### src/rtl/arp_cache_with_responder_unit_defines.svh
// ----------------------------------------------------------------------------
// ARP cache assertion macros
// Clocked, reset-qualified assertion helpers shared by the ARP cache RTL.
// ----------------------------------------------------------------------------
`ifndef ARP_CACHE_WITH_RESPONDER_UNIT_DEFINES_SVH
`define ARP_CACHE_WITH_RESPONDER_UNIT_DEFINES_SVH

// implication checked at every rising clk edge outside reset
`define ARPC_ASSERT(label, prop, msg) \
	label: assert property (@(posedge clk) disable iff (!arst_n) (prop)) \
		else $error(msg);

// property that must hold only while a result strobe is up
`define ARPC_ASSERT_ON_DONE(label, prop, msg) \
	label: assert property (@(posedge clk) disable iff (!arst_n) done |-> (prop)) \
		else $error(msg);

`endif

### src/rtl/arpc_pkg.sv
// ----------------------------------------------------------------------------
// ARP cache package
// Shared constants, operation codes and types of the ARP cache.
// ----------------------------------------------------------------------------
package arpc_pkg;

	localparam int CACHE_ENTRIES_DEF = 16;

	localparam logic [1:0] OPER_TICK   = 2'd0;
	localparam logic [1:0] OPER_PACKET = 2'd1;
	localparam logic [1:0] OPER_LOOKUP = 2'd2;

	localparam logic [15:0] MIN_ARP_LEN = 16'd28;
	localparam logic [15:0] HW_ETHERNET = 16'd1;
	localparam logic [15:0] PROTO_IPV4  = 16'h0800;
	localparam logic [15:0] OP_REQUEST  = 16'd1;

	localparam logic [31:0] TIMEOUT_RESET = 32'd60000;

	localparam logic REG_OWN_IP  = 1'b0;
	localparam logic REG_TIMEOUT = 1'b1;

	typedef struct packed {
		logic [31:0] ip;
		logic [47:0] mac;
		logic [31:0] seen;
	} entry_t;

	localparam int ENTRY_W = $bits(entry_t);

	typedef struct packed {
		logic live;
		logic match;
	} eval_res_t;

endpackage

### src/rtl/arpc_ram.sv
// ----------------------------------------------------------------------------
// ARP cache RAM
// Generic single write port, single read port RAM with registered read.
// ----------------------------------------------------------------------------
module arpc_ram #(
	parameter int WIDTH = 8,
	parameter int DEPTH = 16,
	parameter int AW    = (DEPTH > 1) ? $clog2(DEPTH) : 1
) (
	input  logic             clk,
	input  logic             we,
	input  logic [AW-1:0]    waddr,
	input  logic [WIDTH-1:0] wdata,
	input  logic [AW-1:0]    raddr,
	output logic [WIDTH-1:0] rdata
);

	logic [WIDTH-1:0] mem [DEPTH];

	always_ff @(posedge clk) begin
		if (we) begin
			mem[waddr] <= wdata;
		end
		rdata <= mem[raddr];
	end

endmodule

### src/rtl/arpc_entry_eval.sv
// ----------------------------------------------------------------------------
// ARP cache entry evaluator
// Shared age/compare unit: decides whether one entry is live and matches.
// ----------------------------------------------------------------------------
module arpc_entry_eval (
	input  logic               valid,
	input  arpc_pkg::entry_t   ent,
	input  logic [31:0]        time_now,
	input  logic [31:0]        timeout,
	input  logic [31:0]        key,
	output arpc_pkg::eval_res_t res
);
	import arpc_pkg::*;

	logic [31:0] age;

	// modulo 2^32 age; zero timeout expires everything
	assign age       = time_now - ent.seen;
	assign res.live  = valid && (age < timeout);
	assign res.match = res.live && (ent.ip == key);

endmodule

### src/rtl/arp_cache_with_responder_unit.sv
// ----------------------------------------------------------------------------
// ARP cache with ageing and request responder
// Entry table in RAM, walked one entry per cycle by a small sequencer.
// ----------------------------------------------------------------------------
// A transaction is taken when start is high and busy is low. A tick, a valid
// Ethernet/IPv4 packet or a lookup walks the whole table through the entry
// RAM's single read port; the result follows the scan and the update state.
// A short or foreign packet and the unused operation code show an all-zero
// result in the cycle after acceptance, without a walk. Each
// result is shown for exactly one cycle with done high and the receiver
// cannot stall it, so it must be captured on that cycle. busy stays high
// during the walk; done comes in a cycle where busy is low, so a new
// transaction may be started in that same cycle.
`include "arp_cache_with_responder_unit_defines.svh"

module arp_cache_with_responder_unit #(
	parameter int CACHE_ENTRIES = arpc_pkg::CACHE_ENTRIES_DEF
) (
	input  logic        clk,
	input  logic        arst_n,
	input  logic        psel,
	input  logic        penable,
	input  logic        pwrite,
	input  logic [2:0]  paddr,
	input  logic [31:0] pwdata,
	output logic [31:0] prdata,
	output logic        pready,
	input  logic        start,
	output logic        busy,
	input  logic [1:0]  operation,
	input  logic [15:0] packet_length,
	input  logic [15:0] hardware_type,
	input  logic [15:0] protocol_type,
	input  logic [15:0] arp_opcode,
	input  logic [31:0] src_ip,
	input  logic [47:0] src_mac,
	input  logic [31:0] tgt_ip,
	input  logic [31:0] lookup_ip,
	output logic        done,
	output logic        reply_valid,
	output logic [47:0] reply_dest_mac,
	output logic [31:0] reply_target_ip,
	output logic        lookup_hit,
	output logic [47:0] lookup_mac,
	output logic        insert_dropped
);
	import arpc_pkg::*;

	localparam int IDX_W = (CACHE_ENTRIES > 1) ? $clog2(CACHE_ENTRIES) : 1;
	localparam int CNT_W = IDX_W + 1;

	typedef enum logic [1:0] {ST_IDLE, ST_SCAN, ST_UPDATE} state_t;

	state_t             state_q;
	logic [31:0]        own_ip_q;
	logic [31:0]        timeout_q;
	logic [31:0]        time_now_q;
	logic [CACHE_ENTRIES-1:0] valid_q;
	logic [CNT_W-1:0]   cnt_q;
	logic               eval_s1;
	logic [IDX_W-1:0]   idx_s1;
	logic [1:0]         op_q;
	logic               found_q;
	logic               free_found_q;
	logic [IDX_W-1:0]   hit_idx_q;
	logic [IDX_W-1:0]   free_idx_q;
	logic [47:0]        hit_mac_q;
	logic [31:0]        key_q;
	logic [47:0]        mac_q;
	logic               reply_q;

	logic               accept;
	logic               pkt_ok;
	logic               issue;
	logic               cfg_we;
	logic               ram_we;
	logic [IDX_W-1:0]   ram_waddr;
	entry_t             ram_wdata;
	logic [ENTRY_W-1:0] ram_rdata;
	entry_t             rd_ent;
	eval_res_t          res;

	assign busy   = (state_q != ST_IDLE);
	assign accept = start && !busy;
	assign pkt_ok = (packet_length >= MIN_ARP_LEN) && (hardware_type == HW_ETHERNET)
		&& (protocol_type == PROTO_IPV4);
	assign issue  = (state_q == ST_SCAN) && (cnt_q < CNT_W'(CACHE_ENTRIES));

	// configuration port
	assign pready = 1'b1;
	assign cfg_we = psel && penable && pwrite;
	assign prdata = (paddr[2] == REG_TIMEOUT) ? timeout_q : own_ip_q;

	always_ff @(posedge clk or negedge arst_n) begin
		if (!arst_n) begin
			own_ip_q  <= '0;
			timeout_q <= TIMEOUT_RESET;
		end else if (cfg_we) begin
			unique case (paddr[2])
				REG_OWN_IP:  own_ip_q  <= pwdata;
				REG_TIMEOUT: timeout_q <= pwdata;
				default: ;
			endcase
		end
	end

	// entry table
	assign ram_we    = (state_q == ST_UPDATE) && (op_q == OPER_PACKET)
		&& (found_q || free_found_q);
	assign ram_waddr = found_q ? hit_idx_q : free_idx_q;
	assign ram_wdata = '{ip: key_q, mac: mac_q, seen: time_now_q};
	assign rd_ent    = entry_t'(ram_rdata);

	arpc_ram #(
		.WIDTH (ENTRY_W),
		.DEPTH (CACHE_ENTRIES),
		.AW    (IDX_W)
	) u_ram (
		.clk   (clk),
		.we    (ram_we),
		.waddr (ram_waddr),
		.wdata (ram_wdata),
		.raddr (cnt_q[IDX_W-1:0]),
		.rdata (ram_rdata)
	);

	arpc_entry_eval u_eval (
		.valid    (valid_q[idx_s1]),
		.ent      (rd_ent),
		.time_now (time_now_q),
		.timeout  (timeout_q),
		.key      (key_q),
		.res      (res)
	);

	// sequencer
	always_ff @(posedge clk or negedge arst_n) begin
		if (!arst_n) begin
			state_q         <= ST_IDLE;
			valid_q         <= '0;
			time_now_q      <= '0;
			cnt_q           <= '0;
			eval_s1         <= 1'b0;
			op_q            <= OPER_TICK;
			found_q         <= 1'b0;
			free_found_q    <= 1'b0;
			done            <= 1'b0;
			reply_valid     <= 1'b0;
			reply_dest_mac  <= '0;
			reply_target_ip <= '0;
			lookup_hit      <= 1'b0;
			lookup_mac      <= '0;
			insert_dropped  <= 1'b0;
		end else begin
			done <= 1'b0;
			unique case (state_q)
				ST_IDLE: begin
					cnt_q        <= '0;
					eval_s1      <= 1'b0;
					found_q      <= 1'b0;
					free_found_q <= 1'b0;
					if (accept) begin
						op_q <= operation;
						priority if (operation == OPER_TICK) begin
							time_now_q <= time_now_q + 32'd1;
							state_q    <= ST_SCAN;
						end else if (operation == OPER_LOOKUP
							|| (operation == OPER_PACKET && pkt_ok)) begin
							state_q <= ST_SCAN;
						end else begin
							done            <= 1'b1;
							reply_valid     <= 1'b0;
							reply_dest_mac  <= '0;
							reply_target_ip <= '0;
							lookup_hit      <= 1'b0;
							lookup_mac      <= '0;
							insert_dropped  <= 1'b0;
						end
					end
				end
				ST_SCAN: begin
					if (issue) begin
						cnt_q <= cnt_q + CNT_W'(1);
					end
					eval_s1 <= issue;
					if (eval_s1) begin
						if (!res.live) begin
							valid_q[idx_s1] <= 1'b0;
						end
						if (res.match && !found_q) begin
							found_q <= 1'b1;
						end
						if (!res.live && !free_found_q) begin
							free_found_q <= 1'b1;
						end
					end
					if (!issue && !eval_s1) begin
						state_q <= ST_UPDATE;
					end
				end
				ST_UPDATE: begin
					done            <= 1'b1;
					reply_valid     <= (op_q == OPER_PACKET) && reply_q;
					reply_dest_mac  <= ((op_q == OPER_PACKET) && reply_q) ? mac_q : '0;
					reply_target_ip <= ((op_q == OPER_PACKET) && reply_q) ? key_q : '0;
					lookup_hit      <= (op_q == OPER_LOOKUP) && found_q;
					lookup_mac      <= ((op_q == OPER_LOOKUP) && found_q) ? hit_mac_q : '0;
					insert_dropped  <= (op_q == OPER_PACKET) && !found_q && !free_found_q;
					if ((op_q == OPER_PACKET) && !found_q && free_found_q) begin
						valid_q[free_idx_q] <= 1'b1;
					end
					state_q <= ST_IDLE;
				end
				default: state_q <= ST_IDLE;
			endcase
		end
	end

	// transaction payload and scan captures
	always_ff @(posedge clk) begin
		if (accept) begin
			key_q   <= (operation == OPER_LOOKUP) ? lookup_ip : src_ip;
			mac_q   <= src_mac;
			reply_q <= (arp_opcode == OP_REQUEST) && (tgt_ip == own_ip_q);
		end
		idx_s1 <= cnt_q[IDX_W-1:0];
		if (eval_s1 && res.match && !found_q) begin
			hit_idx_q <= idx_s1;
			hit_mac_q <= rd_ent.mac;
		end
		if (eval_s1 && !res.live && !free_found_q) begin
			free_idx_q <= idx_s1;
		end
	end

	`ARPC_ASSERT(a_update_then_done, (state_q == ST_UPDATE) |=> (done && !busy),
		"update state not followed by a result strobe")
	`ARPC_ASSERT_ON_DONE(a_reply_lookup_excl, !(reply_valid && lookup_hit),
		"reply and lookup hit in one result")
	`ARPC_ASSERT_ON_DONE(a_miss_zero_mac, lookup_hit || (lookup_mac == 48'd0),
		"lookup miss with nonzero MAC")
	`ARPC_ASSERT(a_ram_write_on_insert,
		ram_we |=> (done && !insert_dropped && (op_q == OPER_PACKET)),
		"entry write with dropped insert")

endmodule

### config.mk
export PLATFORM = sky130hd
export DESIGN_NAME = arp_cache_with_responder_unit
export DESIGN_NICKNAME = d
export VERILOG_FILES = /design/src/rtl/arpc_pkg.sv /design/src/rtl/arpc_ram.sv /design/src/rtl/arpc_entry_eval.sv /design/src/rtl/arp_cache_with_responder_unit.sv
export VERILOG_INCLUDE_DIRS = /design/src /design/src/rtl
export SDC_FILE = /design/constraint.sdc
export NUM_CORES = 2
export LEC_CHECK = 0
export BUFFER_PORTS_ARGS = -buffer_cell sky130_fd_sc_hd__buf_2
export CAP_MARGIN = 10
export CORE_MARGIN = 2
export CORE_UTILIZATION = 30
export CTS_CLUSTER_DIAMETER = 50
export DETAILED_ROUTE_END_ITERATION = 10
export GPL_ROUTABILITY_DRIVEN = 0
export PLACE_DENSITY = 0.47
export SLEW_MARGIN = 20
export SYNTH_ARGS = -nofsm -noshare
export SYNTH_HDL_FRONTEND = slang
export SYNTH_HIERARCHICAL = 1
export SYNTH_SLANG_ARGS = --single-unit
### constraint.sdc
create_clock -name clk -period 12.2 [get_ports clk]
set_clock_uncertainty 0.05 [all_clocks]
set_input_delay 1.83 -clock clk [delete_from_list [all_inputs] [get_ports clk]]
set_output_delay 1.83 -clock clk [all_outputs]
set_load 0.03 [all_outputs]
* Yosys cells after proc, flatten, opt, wreduce, memory -nomap -nowiden *
Memories as Yosys holds them, arrays and structs flattened. A register that Yosys moved wholly into a read port is not among the register bits.
Index checks and enable logic that the tools add are counted.

storage, ports and cells
  memory bits (writable) = 1,792
  input bits = 251
  memories kept = 1
  logic and storage cells = 162
  register bits after elaboration = 397
  output and inout bits = 166

operators by class
  $add $sub $neg = 3
  bitwise logic cells = 4
  mux-type cells = 51
  $lt $le $gt $ge = 7
  eq/ne operators = 22
  reductions and logical operators = 50

memories
  name       depth  width  read ports  clocked after memory_dff  wr ports  RTL line        RTL
  u_ram.mem  16     112    1           1                         1         arpc_ram.sv:18  logic [WIDTH-1:0] mem [DEPTH];

operators by type and width
  cell                   number
  $mux 48                5
  $mux 32                6
  $pmux 48 s2            2
  $eq 32x32->1           2
  $pmux 32 s2            1
  $mux 16                3
  $add 32x1->32 const B  1
  $eq 16x1->1 const B    2
  $lt 32x32->1           1
  $pmux 16 s2            1
  $sub 32x32->32         1
  $logic_and 1x1->1      26
  $and 16x16->16         1
  $eq 16x12->1 const B   1
  $ge 16x5->1 const B    1
  $not 16->16            1
  $or 16x16->16          1
  $mux 1                 15
  $pmux 1 s2             7
  $ne 2x2->1 const B     6
  $reduce_and 3->1       4
  $lt 4x5->1 const B     2
  $pmux 5 s2             1
  $demux 1 s4            2
  19 further kinds       44

* Longest topological paths before layout *
  word-level depth = 9
  depth in mapped cells = 23
  depth with buffers taken out = 23

* Modules after synthesis *
The synthesis kept the hierarchy.

by module, submodules not included
  module                         area an instance (um^2)  sequential area each (um^2)  cells an instance  instances
  arpc_ram                       69,170.1                 56,053.8                     2,864              1
  arp_cache_with_responder_unit  15,886.5                 10,608.9                     1,264              1
  arpc_entry_eval                2,884.0                  0.0                          404                1

* Least setup slack after synthesis *
Ideal clock, no wire load.

  path type = register to register
  start = reg state_q[0]
  end = mem u_ram/mem[0][0] in the netlist's numbering (enable)
  stages on the path, launching flop included = 8
  required time = 11.430 ns
  setup slack = 2.047 ns
  clock period less this slack = 10.153 ns
  buffers on the path = 2
  arrival time = 9.382 ns
  path through = dfrtp_1 buf_6 nand2b_1 clkbuf_1 nor3b_2 nor2b_1 or3b_2 nor3_1

on the way
  cells in the longest elaborated chain, start to end = 5

RTL lines
  what                          RTL line                              RTL
  from (decl)                   arp_cache_with_responder_unit.sv:54   state_t state_q;
  from (signal assigned)        arp_cache_with_responder_unit.sv:139  state_q <= ST_IDLE;
  from (signal assigned)        arp_cache_with_responder_unit.sv:166  state_q <= ST_SCAN;
  from (signal assigned)        arp_cache_with_responder_unit.sv:169  state_q <= ST_SCAN;
  $eq 2x2->1                    arp_cache_with_responder_unit.sv:108  assign ram_we = (state_q == ST_UPDATE) && (op_q == OPER_PACKET)
  $logic_and 1x1->1             arp_cache_with_responder_unit.sv:108
  $logic_and 1x1->1             arp_cache_with_responder_unit.sv:109  && (found_q || free_found_q);
  net ram_we                    arp_cache_with_responder_unit.sv:76   logic ram_we;
  $mux 1                        arpc_ram.sv:21                        if (we) begin
  $mux 1 (implied by the code)  arpc_ram.sv:22                        mem[waddr] <= wdata;
  to (decl)                     arpc_ram.sv:18

The timed path passes the listed nets, and every way through them passes these cells.

==> flow_summary.toml <==
[power_and_ir_drop]
p_per_area_nw_per_um2 = 204
peakVddDrop_v = 0.000240
intPower_w = 0.0157
seq_power_share = 0.432
leakage_nw = 36.9
switchingPower_w = 0.00569
clockPowerShare = 0.399
combinationalPowerShare = 0.169
switching_share = 0.266

[global_routing]
grt_pass1_wl_mm = 336
grt_max_degree = 141
gr-total-overflow = 0
grt_pass1_vias = 47500
grt_usage = 0.152
antenna_found_initial = 13

[timing]
relSlewSlack = 0.233
max_freq_mhz = 142
max_slew.worst_pin.slew_ns = 1.15
setup_violations = 0
holdWs_ns = 0.352
fin_tns_setup_ns = 0
period_share = 0.579
maxSlewViolCount = 0
worst_slack_ns = 5.14
rsz0062_at_grt = "no"
fin_crit_ns = 7.06
hold_viol = 0

[logic_synthesis]
synth_seq_area_share = 0.758
async_reset_ff_frac = 0.111
ys_ff_latch = 2301
syn_avg_cell_area_um2 = 19.4
synth_ff_type = "edfxtp_1"
synth_edf_count = 1929
syn-cell-area_um2 = 87900
yosysWarningCount = 6
netlist-cell-type-count = 77
syn_inst = 4532
syn_nets = 4848

[job]
cap_viol_max_count = 0

[worst_setup_path]
cp.arrival_ns = 7.49
critPathMaxStageDelay_ns = 0.59
cp.required_ns = 12.62
endpoint_kind = "flip-flop"
start_kind = "flip-flop"
ff2ff_setup_slack_ns = 5.14
crit_fanout = 27
critPathKind = "flip-flop to flip-flop"
cp_cell_sequence = "inv_1, ha_1, inv_1, fa_1, a211oi_1, o21ai_0, a2111oi_2, nor2_1, a21oi_1, o31ai_1, xor2_1, ha_1, and3_1, nand4_1, or2_2, o22ai_1, nor3_1, o41a_1, and3_1, nand2_1, nor2_4, buf_4, buf_4"
cpMaxStageDelayCell = "dfrtp_1"

[clock_tree]
insertion_delay_ns = 0.88
numCtsBuffers = 293
clock-root-buffer = "clkbuf_16"
hold_buffers = 0
cts.sinks = 2301
ctsLongestPathBuffers = 4
cts_resized = 0
htree_levels = 5
clkTransAtPathRegs_ns = 0.06
post-cts-setup-buffers = 0
cts_tree = "yes"

[status]
outcome = "finished clean"

[detailed_routing]
drt-met1-wl_mm = 104
drt-total-wl_mm = 231
vias_per_cell = 4.85
postRouteAntennaNets = 0
first_pass_iters = 5
top_layer_used = "met4"
wl_met3_mm = 9.74
dr.first_iter.drc_count = 3681
avgRoutedWirePerCell_um = 24.9
met2_length_mm = 112
drc = 0
vias = 44900

[placement]
placement.io_buffers = 411
post-dp-hpwl_mm = 120
post-place-ws_ns = 4.96

[finish]
n_fill_cell = 27400
layout_common_cells = "edfxtp_1, mux4_2, nand2_1"
drive_gt1_frac = 0.298
syn2layout_area_growth_pct = 18.8
fin_nets = 5422
final_common_cell = "edfxtp_1"

[die]
rows = 198
start_util = 0.302
core_region_area_um2 = 291000
fp.dieH_um = 545
dieWidth_um = 545
design.die.area_um2 = 297000
io_pins = 417

[min_path]
worstHoldPathType = "flip-flop to flip-flop"
## cells by family (layout without fill, tap and decap cells)
family	Yosys count	after routing	share of synthesized area
fa+ha+maj	65	65	0.00933
flops	2301	2301	0.758
simple gates	643	643	0.0327
mux	586	586	0.133
compound gates	519	519	0.0390
buf+inv	293	1106	0.0155
xor+xnor	124	124	0.0124
other cells	1	3	0.0000426
## power by group through the flow
stage	logic, W	clock network [W]	registers (W)
floorplan	0.00282	0	0.00920
global placement	0.00371	0	0.00937
detailed placement	0.00370	0	0.00938
CTS	0.00371	0.00875	0.00923
global route	0.00394	0.00904	0.00927
finish	0.00362	0.00852	0.00922
## synth_stat cells (all sizes together) (17+ instances only)
cell type	n	area [um^2]
nand3	19	108
nand2	428	1610
a21o	28	211
nand4	27	169
and3	17	106
inv	74	278
dfxtp	116	2320
xor2	51	447
mux2	132	1490
o21ai	177	890
buf	113	683
nor2	52	195
clkbuf	106	398
mux4	453	10200
a22oi	224	1680
dfrtp	249	6230
xnor2	73	647
a21oi	33	165
nor3	23	143
nor4	21	146
ha	64	801
edfxtp	1929	57900
## routing by layer
layer / up-vias / GRT usage
met2: 1126 / 0.252
met4: 0 / 0.0376
met1: 24100 / 0.211
met5: - / 0
met3: 302 / 0.0205
li1: 19400 / -
## path summary, 6_finish.rpt
path / start / endpoint / depth (start not counted)
max in group asynchronous: arst_n / reply_dest_mac[0] / 2
min in group asynchronous: arst_n / reply_target_ip[9] / 1
worst min register to register: u_ram/rdata[44] / hit_mac_q[12] / 0
worst max register to register: time_now_q[0] / hit_mac_q[3] / 23
worst max-delay path: time_now_q[0] / hit_mac_q[3] / 23
worst min-delay path: u_ram/rdata[44] / hit_mac_q[12] / 0
## worst max-delay path, delay by kind of cell, from the launching register on
family / cells / cell delay (ns)
DFF: 1 / 0.59
AOI/OAI and AO/OA: 7 / 2.10
and+or+nand+nor: 8 / 1.31
xor gates and xnor gates: 1 / 0.17
buffers and inverters: 4 / 1.33
adders and majority gates: 3 / 0.99
## state kept, by name, summed over array words and instances (netlist names), 2 cells and up
register,count
u_ram/rdata,112
reply_target_ip,32
u_ram/mem,1792
idx_s1,4
mac_q,48
hit_idx_q,4
timeout_q,32
cnt_q,5
op_q,2
time_now_q,32
lookup_mac,48
own_ip_q,32
hit_mac_q,48
state_q,2
valid_q,16
key_q,32
reply_dest_mac,48
free_idx_q,4
## metrics by stage
| step | instances | area (um^2) | power (W) | util |
|---|---|---|---|---|
| 2_1_floorplan | 4532 | 87900 | 0.0120 | - |
| 3_3_place_gp | 8711 | 94800 | 0.0131 | 0.325 |
| 3_5_place_dp | 8711 | 94800 | 0.0131 | 0.325 |
| 4_1_cts | 9245 | 104000 | 0.0217 | 0.358 |
| 5_1_grt | 9246 | 104000 | 0.0223 | 0.359 |
| 6_report | 9247 | 104000 | 0.0214 | 0.359 |
## final cells by class
class	count	area, um^2	area share
clock buffer	382	7990	0.0765
timing repair buffer	498	2860	0.0274
tap	3900	4880	0.0467
inverter	74	280	0.00268
clock inverter	152	1680	0.0161
multi-input combinational	1938	20100	0.192
sequential	2301	66700	0.638
antenna	2	5.00	0.0000479
Note: power is estimated with default switching activity, not from simulation.
